[src/design/rectangle_sum_table_defines.svh]
// Assertion macros used by the rectangle sum table engine.
`ifndef RECTANGLE_SUM_TABLE_DEFINES_SVH
`define RECTANGLE_SUM_TABLE_DEFINES_SVH

`ifndef SYNTHESIS

// Check a property on every rising edge of clk outside reset.
`define RST_ASSERT(lbl, prop, msg) \
	lbl: assert property (@(posedge clk) disable iff (!arst_n) prop) else $error(msg);

// Check that an expression is never true outside reset.
`define RST_ASSERT_NEVER(lbl, expr, msg) \
	lbl: assert property (@(posedge clk) disable iff (!arst_n) !(expr)) else $error(msg);

`else

`define RST_ASSERT(lbl, prop, msg)
`define RST_ASSERT_NEVER(lbl, expr, msg)

`endif

`endif

[src/design/rst_pkg.sv]
// Shared types, constants and helpers of the rectangle sum table.
package rst_pkg;

	localparam int SUM_W     = 48;
	localparam int SAMPLE_W  = 32;
	localparam int DIM_W     = 9;
	localparam int CFG_IDX_W = 1;

	// Configuration register indexes
	localparam logic [CFG_IDX_W-1:0] REG_GRID_HEIGHT = 1'b0;
	localparam logic [CFG_IDX_W-1:0] REG_GRID_WIDTH  = 1'b1;

	// Input function codes
	localparam logic FUNC_LOAD  = 1'b0;
	localparam logic FUNC_QUERY = 1'b1;

	localparam logic [DIM_W-1:0] DIM_RESET = 9'd256;

	// Grid size and restart pulse, top level to engine
	typedef struct packed {
		logic             restart;
		logic [DIM_W-1:0] height;
		logic [DIM_W-1:0] width;
	} cfg_t;

	// Finished query result, engine to output register
	typedef struct packed {
		logic [SUM_W-1:0] sum;
		logic             err;
	} res_t;

	// Map zero to one and cap at the largest supported size.
	function automatic logic [DIM_W-1:0] clamp_dim(input logic [DIM_W-1:0] v, input int maxv);
		logic [DIM_W-1:0] res;
		if (v == '0) begin
			res = DIM_W'(1);
		end else if (int'(v) > maxv) begin
			res = DIM_W'(maxv);
		end else begin
			res = v;
		end
		return res;
	endfunction

endpackage

[src/design/rst_engine.sv]
// Load and query sequencer: read-modify-write for loads, four reads for queries.
`include "rectangle_sum_table_defines.svh"

module rst_engine
	import rst_pkg::*;
#(
	parameter int MAX_ROWS = 256,
	parameter int MAX_COLS = 256,
	parameter int AW       = 16
) (
	input  logic                clk,
	input  logic                arst_n,
	input  cfg_t                cfg,
	input  logic                in_valid,
	output logic                in_ready,
	input  logic                func,
	input  logic [SAMPLE_W-1:0] sample,
	input  logic [DIM_W-1:0]    top_row,
	input  logic [DIM_W-1:0]    left_col,
	input  logic [DIM_W-1:0]    bottom_row,
	input  logic [DIM_W-1:0]    right_col,
	output logic                res_valid,
	input  logic                res_ready,
	output res_t                res,
	output logic                wr_en,
	output logic [AW-1:0]       wr_addr,
	output logic [SUM_W-1:0]    wr_data,
	output logic [AW-1:0]       rd_addr,
	input  logic [SUM_W-1:0]    rd_data
);

	localparam int RW    = (MAX_ROWS > 1) ? $clog2(MAX_ROWS) : 1;
	localparam int CW    = (MAX_COLS > 1) ? $clog2(MAX_COLS) : 1;
	localparam int MW    = (RW > CW) ? RW : CW;
	localparam int CMP_W = ((MW > DIM_W) ? MW : DIM_W) + 1;
	localparam logic [2:0] QIDX_LAST = 3'd4;

	typedef enum logic [3:0] {
		ST_IDLE  = 4'b0001,
		ST_LOAD  = 4'b0010,
		ST_QUERY = 4'b0100,
		ST_OUT   = 4'b1000
	} state_t;

	state_t            state_q;
	logic [2:0]        qidx_q;
	logic [DIM_W-1:0]  r1_q, c1_q, r2_q, c2_q;
	logic [SAMPLE_W-1:0] sample_q;
	logic [SUM_W-1:0]  acc_q;
	logic              err_q;
	logic              sign_s1, zero_s1;
	logic [SUM_W-1:0]  row_sum_q;
	logic [RW-1:0]     load_row_q;
	logic [CW-1:0]     load_col_q;
	logic              loaded_q;

	logic              in_acc;
	logic              query_bad;
	logic [DIM_W-1:0]  cr, cc;
	logic              csub, czero;
	logic [AW-1:0]     q_addr, load_rd_addr;
	logic [SUM_W-1:0]  rs_new, above, term;
	logic              col_last, row_last;

	assign in_ready = (state_q == ST_IDLE);
	assign in_acc   = in_valid && in_ready;

	// Flag corners past the configured size and queries before the grid is full
	assign query_bad = !loaded_q || (top_row > cfg.height) || (bottom_row > cfg.height) ||
		(left_col > cfg.width) || (right_col > cfg.width);

	// Pick the corner and its sign for the current read
	always_comb begin
		cr   = r2_q;
		cc   = c2_q;
		csub = 1'b0;
		unique case (qidx_q[1:0])
			2'd0: begin
				cr = r2_q; cc = c2_q; csub = 1'b0;
			end
			2'd1: begin
				cr = r1_q; cc = c2_q; csub = 1'b1;
			end
			2'd2: begin
				cr = r2_q; cc = c1_q; csub = 1'b1;
			end
			2'd3: begin
				cr = r1_q; cc = c1_q; csub = 1'b0;
			end
		endcase
	end

	// Row zero and column zero of the prefix grid read as zero
	assign czero  = (cr == '0) || (cc == '0);
	assign q_addr = czero ? '0 : AW'((int'(cr) - 1) * MAX_COLS + int'(cc) - 1);

	// Entry one row above the next load position
	assign load_rd_addr = (load_row_q == '0) ? '0 :
		AW'((int'(load_row_q) - 1) * MAX_COLS + int'(load_col_q));

	assign rd_addr = (state_q == ST_QUERY) ? q_addr : load_rd_addr;

	// Prefix sum of the current sample
	assign rs_new  = row_sum_q + {{(SUM_W-SAMPLE_W){sample_q[SAMPLE_W-1]}}, sample_q};
	assign above   = (load_row_q == '0) ? '0 : rd_data;
	assign wr_en   = (state_q == ST_LOAD);
	assign wr_addr = AW'(int'(load_row_q) * MAX_COLS + int'(load_col_q));
	assign wr_data = rs_new + above;

	assign col_last = (CMP_W'(load_col_q) + CMP_W'(1)) == CMP_W'(cfg.width);
	assign row_last = (CMP_W'(load_row_q) + CMP_W'(1)) == CMP_W'(cfg.height);

	// Signed contribution of the corner read in the previous cycle
	assign term = zero_s1 ? '0 : (sign_s1 ? (SUM_W'(0) - rd_data) : rd_data);

	assign res_valid = (state_q == ST_OUT);
	assign res.sum   = acc_q;
	assign res.err   = err_q;

	// Sequencer and load position
	always_ff @(posedge clk or negedge arst_n) begin
		if (!arst_n) begin
			state_q    <= ST_IDLE;
			qidx_q     <= '0;
			row_sum_q  <= '0;
			load_row_q <= '0;
			load_col_q <= '0;
			loaded_q   <= 1'b0;
		end else begin
			unique case (state_q)
				ST_IDLE: begin
					if (in_acc) begin
						if (func == FUNC_QUERY) begin
							qidx_q  <= '0;
							state_q <= query_bad ? ST_OUT : ST_QUERY;
						end else if (!loaded_q) begin
							state_q <= ST_LOAD;
						end
					end
				end
				ST_LOAD: begin
					state_q <= ST_IDLE;
					if (col_last) begin
						load_col_q <= '0;
						row_sum_q  <= '0;
						if (row_last) begin
							load_row_q <= '0;
							loaded_q   <= 1'b1;
						end else begin
							load_row_q <= load_row_q + RW'(1);
						end
					end else begin
						load_col_q <= load_col_q + CW'(1);
						row_sum_q  <= rs_new;
					end
				end
				ST_QUERY: begin
					qidx_q <= qidx_q + 3'd1;
					if (qidx_q == QIDX_LAST) begin
						state_q <= ST_OUT;
					end
				end
				ST_OUT: begin
					if (res_ready) begin
						state_q <= ST_IDLE;
					end
				end
				default: begin
					state_q <= ST_IDLE;
				end
			endcase
			// Restart loading on any configuration write
			if (cfg.restart) begin
				row_sum_q  <= '0;
				load_row_q <= '0;
				load_col_q <= '0;
				loaded_q   <= 1'b0;
			end
		end
	end

	// Capture item payload and accumulate the corner terms
	always_ff @(posedge clk) begin
		sign_s1 <= csub;
		zero_s1 <= czero;
		if (in_acc) begin
			sample_q <= sample;
			r1_q     <= top_row;
			c1_q     <= left_col;
			r2_q     <= bottom_row;
			c2_q     <= right_col;
			acc_q    <= '0;
			err_q    <= query_bad;
		end else if (state_q == ST_QUERY && qidx_q != '0) begin
			acc_q <= acc_q + term;
		end
	end

	`RST_ASSERT(a_drop_full_load, (in_acc && func == FUNC_LOAD && loaded_q) |=> !wr_en, "load after full grid wrote the table")
	`RST_ASSERT(a_err_zero_sum, (res_valid && res.err) |-> (res.sum == '0), "error result with nonzero sum")
	`RST_ASSERT(a_restart_clears, cfg.restart |=> (!loaded_q && load_col_q == '0 && load_row_q == '0), "restart did not clear load position")
	`RST_ASSERT_NEVER(a_col_range, CMP_W'(load_col_q) >= CMP_W'(cfg.width), "load column past grid width")
	`RST_ASSERT_NEVER(a_qidx_range, (state_q == ST_QUERY) && (qidx_q > QIDX_LAST), "query read index overran")

endmodule

[config.mk]
export PLATFORM = sky130hd
export DESIGN_NAME = rst_engine
export DESIGN_NICKNAME = d
export VERILOG_FILES = /design/src/design/rst_pkg.sv /design/src/design/rst_engine.sv
export VERILOG_INCLUDE_DIRS = /design/src /design/src/design
export SDC_FILE = /design/constraint.sdc
export NUM_CORES = 1
export LEC_CHECK = 0
export ABC_AREA = 1
export BUFFER_PORTS_ARGS = -buffer_cell sky130_fd_sc_hd__buf_2
export CAP_MARGIN = 20
export CELL_PAD_IN_SITES_DETAIL_PLACEMENT = 1
export CELL_PAD_IN_SITES_GLOBAL_PLACEMENT = 1
export CORE_MARGIN = 5
export CORE_UTILIZATION = 43
export DETAILED_ROUTE_END_ITERATION = 8
export GPL_TIMING_DRIVEN = 0
export PLACE_DENSITY_LB_ADDON = 0.3
export SKIP_CTS_REPAIR_TIMING = 1
export SLEW_MARGIN = 20
export SYNTH_ARGS = -nofsm -noshare
export SYNTH_HDL_FRONTEND = slang
export SYNTH_SLANG_ARGS = --single-unit
[constraint.sdc]
create_clock -name clk -period 6.9 [get_ports clk]
set_input_delay 1.035 -clock clk [delete_from_list [all_inputs] [get_ports clk]]
set_output_delay 1.035 -clock clk [all_outputs]
set_load 0.02 [all_outputs]
==> impl_metrics.yaml, run 1 <==
clocking:
  clock_sinks: 191
  h-tree-depth: 4
  clkLatencyLatePin_ps: 530
  root_buffer: "clkbuf_16"
  cts_made_buffers: 17
  cts_tree: "done"
  clockBufferDepth: 2
  clkTransAtPathRegs_ps: 80
worst_setup_path:
  crit_path_max_fanout: 19
  worstPathArrival_ps: 5560
  end_kind: "output port"
  path_class: "reg -> out"
  crit_path_start_kind: "flop"
  worst-endpoint-required_ps: 5860
floorplanning:
  die_width_um: 228
  row_count: 80
  start_util_pct: 43.2
  die-area_mm2: 0.0522
  ios: 272
  core-area_mm2: 0.0474
  fp.dieH_um: 228
synth:
  ys_types: 68
  synth_top_area_share_pct: 12.6
  syn_avg_cell_area_um2: 6.67
  seq_area_frac_synth_pct: 23.8
  async_reset_ff_share_pct: 37.7
  synth_edf_count: 69
  yosys-top-cells-count: "nand2_1 (628), inv_1 (503), nor2_1 (305), a21oi_1 (262), o21ai_0 (209)"
  yosys.area.top_type: "ha_1"
  synth_flop_cell: "dfrtp_1"
  synthCells: 3076
  synth_area_leaders: "ha_1 (13%), nand2_1 (11%), edfxtp_1 (10%)"
  synth_most_common_cell: "nand2_1"
  ys_ff_latch: 191
  syn_area_mm2: 0.0205
  syn_nets: 3427
  yosys_warnings: 0
timing:
  holdWs_ps: 413
  final-hold-violation-count: 0
  fin_crit_sh_pct: 95.5
  max_freq_mhz: 152
  period_needed_ps: 6590
  relSlewSlack_pct: 43.3
  worstMarginPinSlew_ps: 850
  fin_skew_ps: 19.1
  finalSetupTns_ps: 0
  setup_violations: 0
  drv_slew: 0
  rsz0062_at_grt: "false"
layout:
  area_growth_pct: 13.6
  nFillCells: 6477
  drive_above_1_share_pct: 12.3
  final_util_pct: 49.1
  finalNetCount: 3719
  fin_area_mm2: 0.0233
global_route:
  grt_max_degree: 52
  grt_pass1_wl_um: 128000
  grt_usage_pct: 31.0
  grt_pass1_vias: 23400
  antenna_found_initial: 8
  grt-ovfl-total: 0
route:
  drt_wl_total_um: 83600
  routedWlPerCell_um: 20.9
  via_count: 22300
  ant_nets: 0
  first_pass_iters: 5
  vias_per_cell: 5.57
  drtIter0Drc: 1117
  drc: 0
run:
  max_cap_violations: 0
placed_design:
  dp_hpwl_um: 71200
  portBuffers: 271
  gp_congestion: 0.950
  place_area_mm2: 0.0227
power_and_ir_drop:
  p_switching_mw: 5.12
  clkPwrFrac_pct: 11.6
  internal-power_mw: 3.78
  p_comb_share_pct: 72.1
  power_leakage_nw: 12.3
  peakVddDrop_mv: 0.336
  p_per_area_mw_per_mm2: 382
  switching_share_pct: 57.5
  pwr-share-seq_pct: 16.2
outcome:
  status: "complete, no violations"
min_path:
  hold_class: "in -> async"
critical path, stage by stage (launching register included):
cell and delay (ps):
dfrtp_1 490, inv_1 260, ha_1 200, nand3_1 90
nor2_2 350, clkbuf_4 380, clkbuf_2 310, nor2_1 80
ha_1 240, fa_1 420, nand3_1 90, nand2_1 90
a21oi_1 270, o21ai_2 130, a21oi_1 280, o21ai_1 150
a21oi_1 260, nor2_1 80, nor2_1 200, o21ai_1 120
xor2_1 290, buf_2 240
through the flow:
step / power [mW] / setup slack [ps] / std cells
finish: 8.90 / 310 / 4004
global route: 9.51 / 12.5 / 4004
CTS: 8.89 / -409 / 3997
detailed placement: 7.82 / 217 / 3965
global placement: 7.62 / -131 / 3962
floorplan: 5.62 / 1560 / 3076
registers in the layout (all words and copies together), names as in the netlist, 3 cells and up:
signal / cells
load_row_q: 8
row_sum_q: 48
sample_q: 32
c1_q: 9
qidx_q: 3
acc_q: 48
load_col_q: 8
state_q: 4
r2_q: 9
r1_q: 9
c2_q: 9
power by group through the flow:
stage / Sequential, mW / Combinational [mW] / Clock, mW
finish: 1.45 / 6.42 / 1.04
global route: 1.46 / 6.95 / 1.10
CTS: 1.44 / 6.39 / 1.06
detailed placement: 1.46 / 6.36 / 0
global placement: 1.48 / 6.14 / 0
floorplan: 1.46 / 4.16 / 0
layer usage:
metal  track usage [%]  share of wire (%)
met5                 0                  0
met2              53.2                 48
met4              13.8                4.3
met1              38.6                 44
met3              4.53                4.1
path summary, 6_finish.rpt:
check	start	end	slack [ps]	depth (start not counted)
worst min-delay path	arst_n	load_col_q[2]	410	1
worst max-delay path	load_row_q[0]	wr_data[28]	310	21
min in group clk	row_sum_q[24]	row_sum_q[24]	500	2
max in group asynchronous	arst_n	row_sum_q[46]	5870	2
worst max register to register	sign_s1	acc_q[35]	2120	18
worst min register to register	row_sum_q[24]	row_sum_q[24]	500	2
area by class of cell:
cell class                 count  area [um2]  share of cell area [%]
tap                          615         769                    3.30
clock inverter                13         131                   0.564
multi-input combinational   2327       13500                    58.0
sequential                   191        4880                    20.9
inverter                     514        1930                    8.28
timing repair buffer         274        1430                    6.12
antenna                        8        20.0                  0.0859
clock buffer                  19         433                    1.86
buffer                        43         191                   0.822
kinds of logic after synthesis:
| group | after synthesis | share of synthesized area (%) |
|---|---|---|
| flops | 191 | 23.8 |
| mux | 7 | 0.342 |
| simple gates | 1281 | 27.1 |
| fa+ha+maj | 211 | 13.0 |
| compound gates | 689 | 19.4 |
| xor+xnor | 139 | 6.09 |
| buf+inv | 558 | 10.3 |
cell usage in the layout (no fill, tap or decap), types with 19 or more instances in the layout:
master / count
nor2_2: 29
nor4_1: 19
o22ai_1: 26
clkbuf_1: 34
buf_2: 275
nand3_1: 136
ha_1: 207
dfxtp_1: 50
a22o_1: 27
nand4_1: 44
a21oi_1: 262
inv_1: 503
nand2_1: 628
nor2_1: 304
xnor2_1: 56
o21bai_1: 39
xor2_1: 80
nor3_1: 54
o21ai_0: 207
a31oi_1: 27
dfrtp_1: 71
nand2_2: 27
o211ai_1: 22
edfxtp_1: 69
No activity file was read; power rests on OpenSTA's default activity.
==> run 2: changes to the inputs <==
--- a/config.mk
+++ b/config.mk
@@ -6,13 +6,12 @@
 export SDC_FILE = /design/constraint.sdc
 export NUM_CORES = 1
 export LEC_CHECK = 0
-export ABC_AREA = 1
 export BUFFER_PORTS_ARGS = -buffer_cell sky130_fd_sc_hd__buf_2
 export CAP_MARGIN = 20
 export CELL_PAD_IN_SITES_DETAIL_PLACEMENT = 1
 export CELL_PAD_IN_SITES_GLOBAL_PLACEMENT = 1
 export CORE_MARGIN = 5
-export CORE_UTILIZATION = 43
+export CORE_UTILIZATION = 44
 export DETAILED_ROUTE_END_ITERATION = 8
 export GPL_TIMING_DRIVEN = 0
 export PLACE_DENSITY_LB_ADDON = 0.3
==> impl_metrics.yaml, run 2 <==
timing:
  finalSetupTns_ps: 0
  drv_slew: 0
  fin_crit_sh_pct: 98.0
  rsz0062_at_grt: "true"
  max_freq_mhz: 148
  worstMarginPinSlew_ps: 1020
  period_needed_ps: 6760
  holdWs_ps: 485
  final-hold-violation-count: 0
  relSlewSlack_pct: 31.9
  fin_skew_ps: 17.1
  setup_violations: 0
synth:
  synth_compound_area_share_pct: 24.7
  synth_top_area_share_pct: 13.8
  synth_flop_cell: "dfrtp_1"
  synth_fa_ha_area_share_pct: 14.3
  synth_top_family_by_area: "compound AO/OA/AOI/OAI gates"
  yosys-top-cells-count: "ha_1 (207), a21oi_1 (198), nand2_1 (179), nor2_1 (165), o21ai_0 (147)"
  yosys_warnings: 0
  synth_mux_area_share_pct: 1.56
  synthSimpleGateAreaFrac_pct: 18.5
  syn_avg_cell_area_um2: 8.29
  ys_ff_latch: 191
  synth_most_common_cell: "ha_1"
  async_reset_ff_share_pct: 37.7
  synth_area_leaders: "ha_1 (14%), edfxtp_1 (11%), dfrtp_1 (9.5%)"
  synth_edf_count: 69
  syn_nets: 2610
  yosys.area_share.xor_xnor_pct: 11.1
  syn_area_mm2: 0.0187
  synthCells: 2259
  ys_types: 80
  yosys.area.top_type: "ha_1"
  seq_area_frac_synth_pct: 26.0
layout:
  final_cell_mix: "buf_2 (273), ha_1 (194), a21oi_1 (188)"
  nFillCells: 5130
  stdcell_count: 3130
  regArea_mm2: 0.00488
  drive_above_1_share_pct: 17.2
  area_growth_pct: 18.0
  finalNetCount: 2912
  final_util_pct: 52.6
  reg.largest.list: "acc_q (48), row_sum_q (48), sample_q (32)"
  layout_commonest_cell: "buf_2"
  multiInputGateArea_mm2: 0.0136
placed_design:
  portBuffers: 271
  gp_congestion: 0.964
  dp_hpwl_um: 56400
  dpl.cell_count: 3071
route:
  drt_wl_total_um: 70400
  ant_nets: 0
  first_pass_iters: 5
  drtIter0Drc: 1140
  drc: 0
  vias_per_cell: 5.98
  routedWlPerCell_um: 22.5
  via_count: 18700
floorplanning:
  start_util_pct: 44.6
  core-area_mm2: 0.0420
  die-area_mm2: 0.0468
  ios: 272
  die_width_um: 216
  row_count: 75
  fp.dieH_um: 216
worst_setup_path:
  crit_cells: 25
  end_kind: "output port"
  reg2reg_setup_slack_ps: 1810
  critPathCapture: "wr_data[47]"
  cp-startpoint: "sample_q[0]"
  worst_path_largest_cell_delay_ps: 400
  path_class: "reg -> out"
  ff2ff_path_depth: 19
  worst_path_max_delay_cell: "edfxtp_1"
  reg2reg_to: "acc_q[45]"
  timing.critical_path.buf_inv: 3
  reg2reg_from: "sign_s1"
  worstPathArrival_ps: 5720
  path_delay_family: "compound AO/OA/AOI/OAI gates"
  worst-endpoint-required_ps: 5860
  crit_path_max_fanout: 6
  crit_path_start_kind: "flop"
power_and_ir_drop:
  power_leakage_nw: 10.2
  power_mw: 8.33
  clkPwrFrac_pct: 12.4
  switching_share_pct: 52.1
  peakVddDrop_mv: 0.233
  pwr-share-seq_pct: 17.6
  p_comb_share_pct: 70.0
  internal-power_mw: 3.99
  p_per_area_mw_per_mm2: 377
  p_switching_mw: 4.34
global_route:
  grt_pass1_vias: 19500
  grt-ovfl-total: 0
  grt_usage_pct: 28.8
  grt_pass1_wl_um: 107000
  antenna_found_initial: 19
  grt_max_degree: 50
run:
  max_cap_violations: 0
clocking:
  h-tree-depth: 4
  clock_sinks: 191
  cts_made_buffers: 17
  clkLatencyLatePin_ps: 510
  clockBufferDepth: 2
  clkTransAtPathRegs_ps: 70
  cts_tree: "done"
  root_buffer: "clkbuf_16"
outcome:
  status: "complete, no violations"
min_path:
  hold_class: "reg -> reg"
run 2: area by class of cell:
| cell class | instances | area share [%] |
|---|---|---|
| flip-flops and latches | 191 | 22.1 |
| repair buffers | 297 | 7.24 |
| well taps | 539 | 3.05 |
| plain buffers | 75 | 1.37 |
| multi-input cells | 1879 | 61.7 |
| diodes | 17 | 0.192 |
| clock buffers | 19 | 2.10 |
| clock inverters | 13 | 0.555 |
| inverters | 100 | 1.70 |
run 2: worst min path at each step:
| stage | endpoint | slack [ps] | depth (start not counted) | from |
|---|---|---|---|---|
| after global placement | acc_q[6] | 460 | 2 | acc_q[6] |
| after detailed placement | acc_q[6] | 470 | 2 | acc_q[6] |
| after floorplan | row_sum_q[38] | 450 | 2 | row_sum_q[38] |
| after CTS | row_sum_q[8] | 480 | 1 | arst_n |
| final | acc_q[25] | 480 | 2 | acc_q[25] |
| after global routing | acc_q[38] | 510 | 2 | acc_q[38] |
run 2: cell families after synthesis:
logic type               after synthesis
buffers and inverters                189
multiplexers                          29
XOR/XNOR                             232
adder cells (fa/ha/maj)              211
AND/OR/NAND/NOR                      693
AO/OA/AOI/OAI                        714
flip-flops                           191
run 2: layer usage:
layer / up-vias / GRT usage, % / part of all wire, %
met5: - / 0 / 0.035
met2: 466 / 47.9 / 48
met1: 9237 / 37.6 / 44
li1: 8889 / - / -
met3: 114 / 4.98 / 4.7
met4: 4 / 10.8 / 3.3
run 2: power groups by stage:
stage	sequential (mW)	clock [mW]	combinational, mW
6_report	1.46	1.04	5.83
5_1_grt	1.48	1.10	6.26
4_1_cts	1.47	1.06	5.40
3_5_place_dp	1.49	0	5.37
3_3_place_gp	1.50	0	5.17
2_1_floorplan	1.47	0	3.66
run 2: stage by stage:
step / instance area [um2] / setup slack [ps]
2_1_floorplan: 18700 / 844
3_3_place_gp: 20800 / -600
3_5_place_dp: 20800 / -707
4_1_cts: 21400 / -1300
5_1_grt: 22100 / -119
6_report: 22100 / 140
run 2: worst reg2reg max path: stages (launching register included):
cell and delay [ps]:
dfxtp_1 320, clkbuf_1 480, clkbuf_1 490, o31ai_1 170
xor2_1 170, nor2_1 250, ha_1 290, clkbuf_1 190
a21oi_1 230, o21ai_0 200, a221o_1 340, a21o_1 180
a21oi_1 180, a21oi_1 120, o211ai_1 250, a21oi_1 220
a21o_1 250, a221oi_1 320, mux2i_1 220, nor3_1 70
==> run 3: changes to the inputs <==
--- a/config.mk
+++ b/config.mk
@@ -11,7 +11,7 @@
 export CELL_PAD_IN_SITES_DETAIL_PLACEMENT = 1
 export CELL_PAD_IN_SITES_GLOBAL_PLACEMENT = 1
 export CORE_MARGIN = 5
-export CORE_UTILIZATION = 44
+export CORE_UTILIZATION = 30
 export DETAILED_ROUTE_END_ITERATION = 8
 export GPL_TIMING_DRIVEN = 0
 export PLACE_DENSITY_LB_ADDON = 0.3
==> impl_metrics.yaml, run 3 (synthesized netlist as in run 2, its figures left out) <==
placed_design:
  post-place-ws_ps: -1110
  portBuffers: 271
  dp_hpwl_um: 61800
  gp_congestion: 0.927
min_path:
  worstHoldEndpoint: "acc_q[6]"
  hold_class: "reg -> reg"
  holdPathStages: 2
  min_from: "acc_q[6]"
floorplanning:
  die_width_um: 260
  row_count: 91
  ios: 272
  fp.dieH_um: 260
  start_util_pct: 30.3
  core-area_mm2: 0.0618
  die-area_mm2: 0.0675
worst_setup_path:
  path_class: "reg -> out"
  reg2reg_setup_slack_ps: 1780
  crit_path_start_kind: "flop"
  worst-endpoint-required_ps: 5860
  path_delay_family: "compound AO/OA/AOI/OAI gates"
  reg2reg_from: "zero_s1"
  worstPathArrival_ps: 5750
  reg2reg_to: "acc_q[28]"
  crit_top_cell: "o21a_1"
  end_kind: "output port"
  timing.critical_path.buf_inv: 2
  ff2ff_path_depth: 18
  worst_path_max_delay_cell: "or3_1"
  worst_path_largest_cell_delay_ps: 390
  crit_path_max_fanout: 5
layout:
  final_cell_mix: "buf_2 (273), ha_1 (196), a21oi_1 (185)"
  layout_commonest_cell: "buf_2"
  drive_above_1_share_pct: 17.6
  final_util_pct: 36.4
  area_growth_pct: 20.1
  reg.largest.list: "acc_q (48), row_sum_q (48), sample_q (32)"
  finalNetCount: 2919
route:
  drtIter0Drc: 1056
  drc: 0
  vias_per_cell: 5.39
  ant_nets: 0
  via_count: 18500
  routedWlPerCell_um: 21.9
  drt_wl_total_um: 75000
  first_pass_iters: 5
global_route:
  grt_max_degree: 48
  grt_usage_pct: 21.3
  grt_pass1_vias: 19100
  grt_pass1_wl_um: 112000
  antenna_found_initial: 12
  grt-ovfl-total: 0
timing:
  finalSetupTns_ps: 0
  layout_setup_ws_ps: 112
  rsz0062_at_grt: "true"
  fin_crit_sh_pct: 98.4
  period_needed_ps: 6790
  drv_slew: 0
  setup_violations: 0
  worstMarginPinSlew_ps: 1050
  max_freq_mhz: 147
  relSlewSlack_pct: 30.3
  fin_skew_ps: 21.3
  final-hold-violation-count: 0
clocking:
  clkTransAtPathRegs_ps: 80
  cts_made_buffers: 17
  h-tree-depth: 4
  root_buffer: "clkbuf_16"
  clock_sinks: 191
  clockBufferDepth: 2
  cts_tree: "done"
  clkLatencyLatePin_ps: 520
power_and_ir_drop:
  peakVddDrop_mv: 0.184
  power_leakage_nw: 10.3
  p_per_area_mw_per_mm2: 370
outcome:
  status: "complete, no violations"
run:
  max_cap_violations: 0
==> run 3: cell type report <==
cell class,count,area (um2)
Antenna cell,10,25.0
Buffer,75,307
Clock buffer,18,429
Clock inverter,14,138
Fill cell,7416,39300
Inverter,100,375
Multi-Input combinational cell,1879,13600
Sequential cell,191,4880
Tap cell,837,1050
Timing Repair Buffer,304,1650
==> run 3: worst reg2reg max path, cell delays in order, from the launching register on <==
cell and delay, ps:
dfxtp_1 450, clkbuf_1 410, clkbuf_1 460, nor2_1 180
ha_1 260, inv_1 80, fa_1 180, nor2b_1 60
o21ai_0 300, a21oi_1 180, o2111ai_1 270, a21boi_0 160
o21ai_0 360, a211oi_1 170, o21ai_0 420, a21oi_1 220
a221o_1 380, or3_1 300, and3_1 170
==> run 3: worst max path at each step <==
stage / from / to / cells after the start
6_report: row_sum_q[0] / wr_data[46] / 25
3_3_place_gp: load_row_q[3] / wr_data[46] / 21
2_1_floorplan: load_row_q[3] / wr_data[46] / 20
3_5_place_dp: load_row_q[3] / wr_data[46] / 21
5_1_grt: sample_q[8] / wr_data[46] / 21
4_1_cts: load_row_q[3] / wr_data[46] / 21
==> run 3: per-stage QoR <==
| stage | total power [mW] | cell area (um2) | hold WS (ps) | instances |
|---|---|---|---|---|
| finish | 8.33 | 22500 | 483 | 3428 |
| global route | 8.88 | 22500 | 512 | 3426 |
| CTS | 7.99 | 21800 | 482 | 3401 |
| detailed placement | 6.90 | 21200 | 475 | 3369 |
| global placement | 6.79 | 21100 | 469 | 3367 |
| floorplan | 5.13 | 18700 | 454 | 2259 |
==> run 3: per-layer routing <==
layer | track usage, % | part of all wire (%) | up-vias
met5 | 0 | 0 | -
met4 | 6.96 | 2.7 | 0
met3 | 3.83 | 4.5 | 86
met2 | 35.9 | 48 | 369
met1 | 27.6 | 45 | 9108
li1 | - | - | 8907
==> run 3: power by group <==
part | leakage, nW | switching [mW] | internal (mW)
Sequential | 2.02 | 0.114 | 1.36
Clock | 0.274 | 0.552 | 0.481
Combinational | 7.96 | 3.69 | 2.13
Total | 10.3 | 4.36 | 3.97
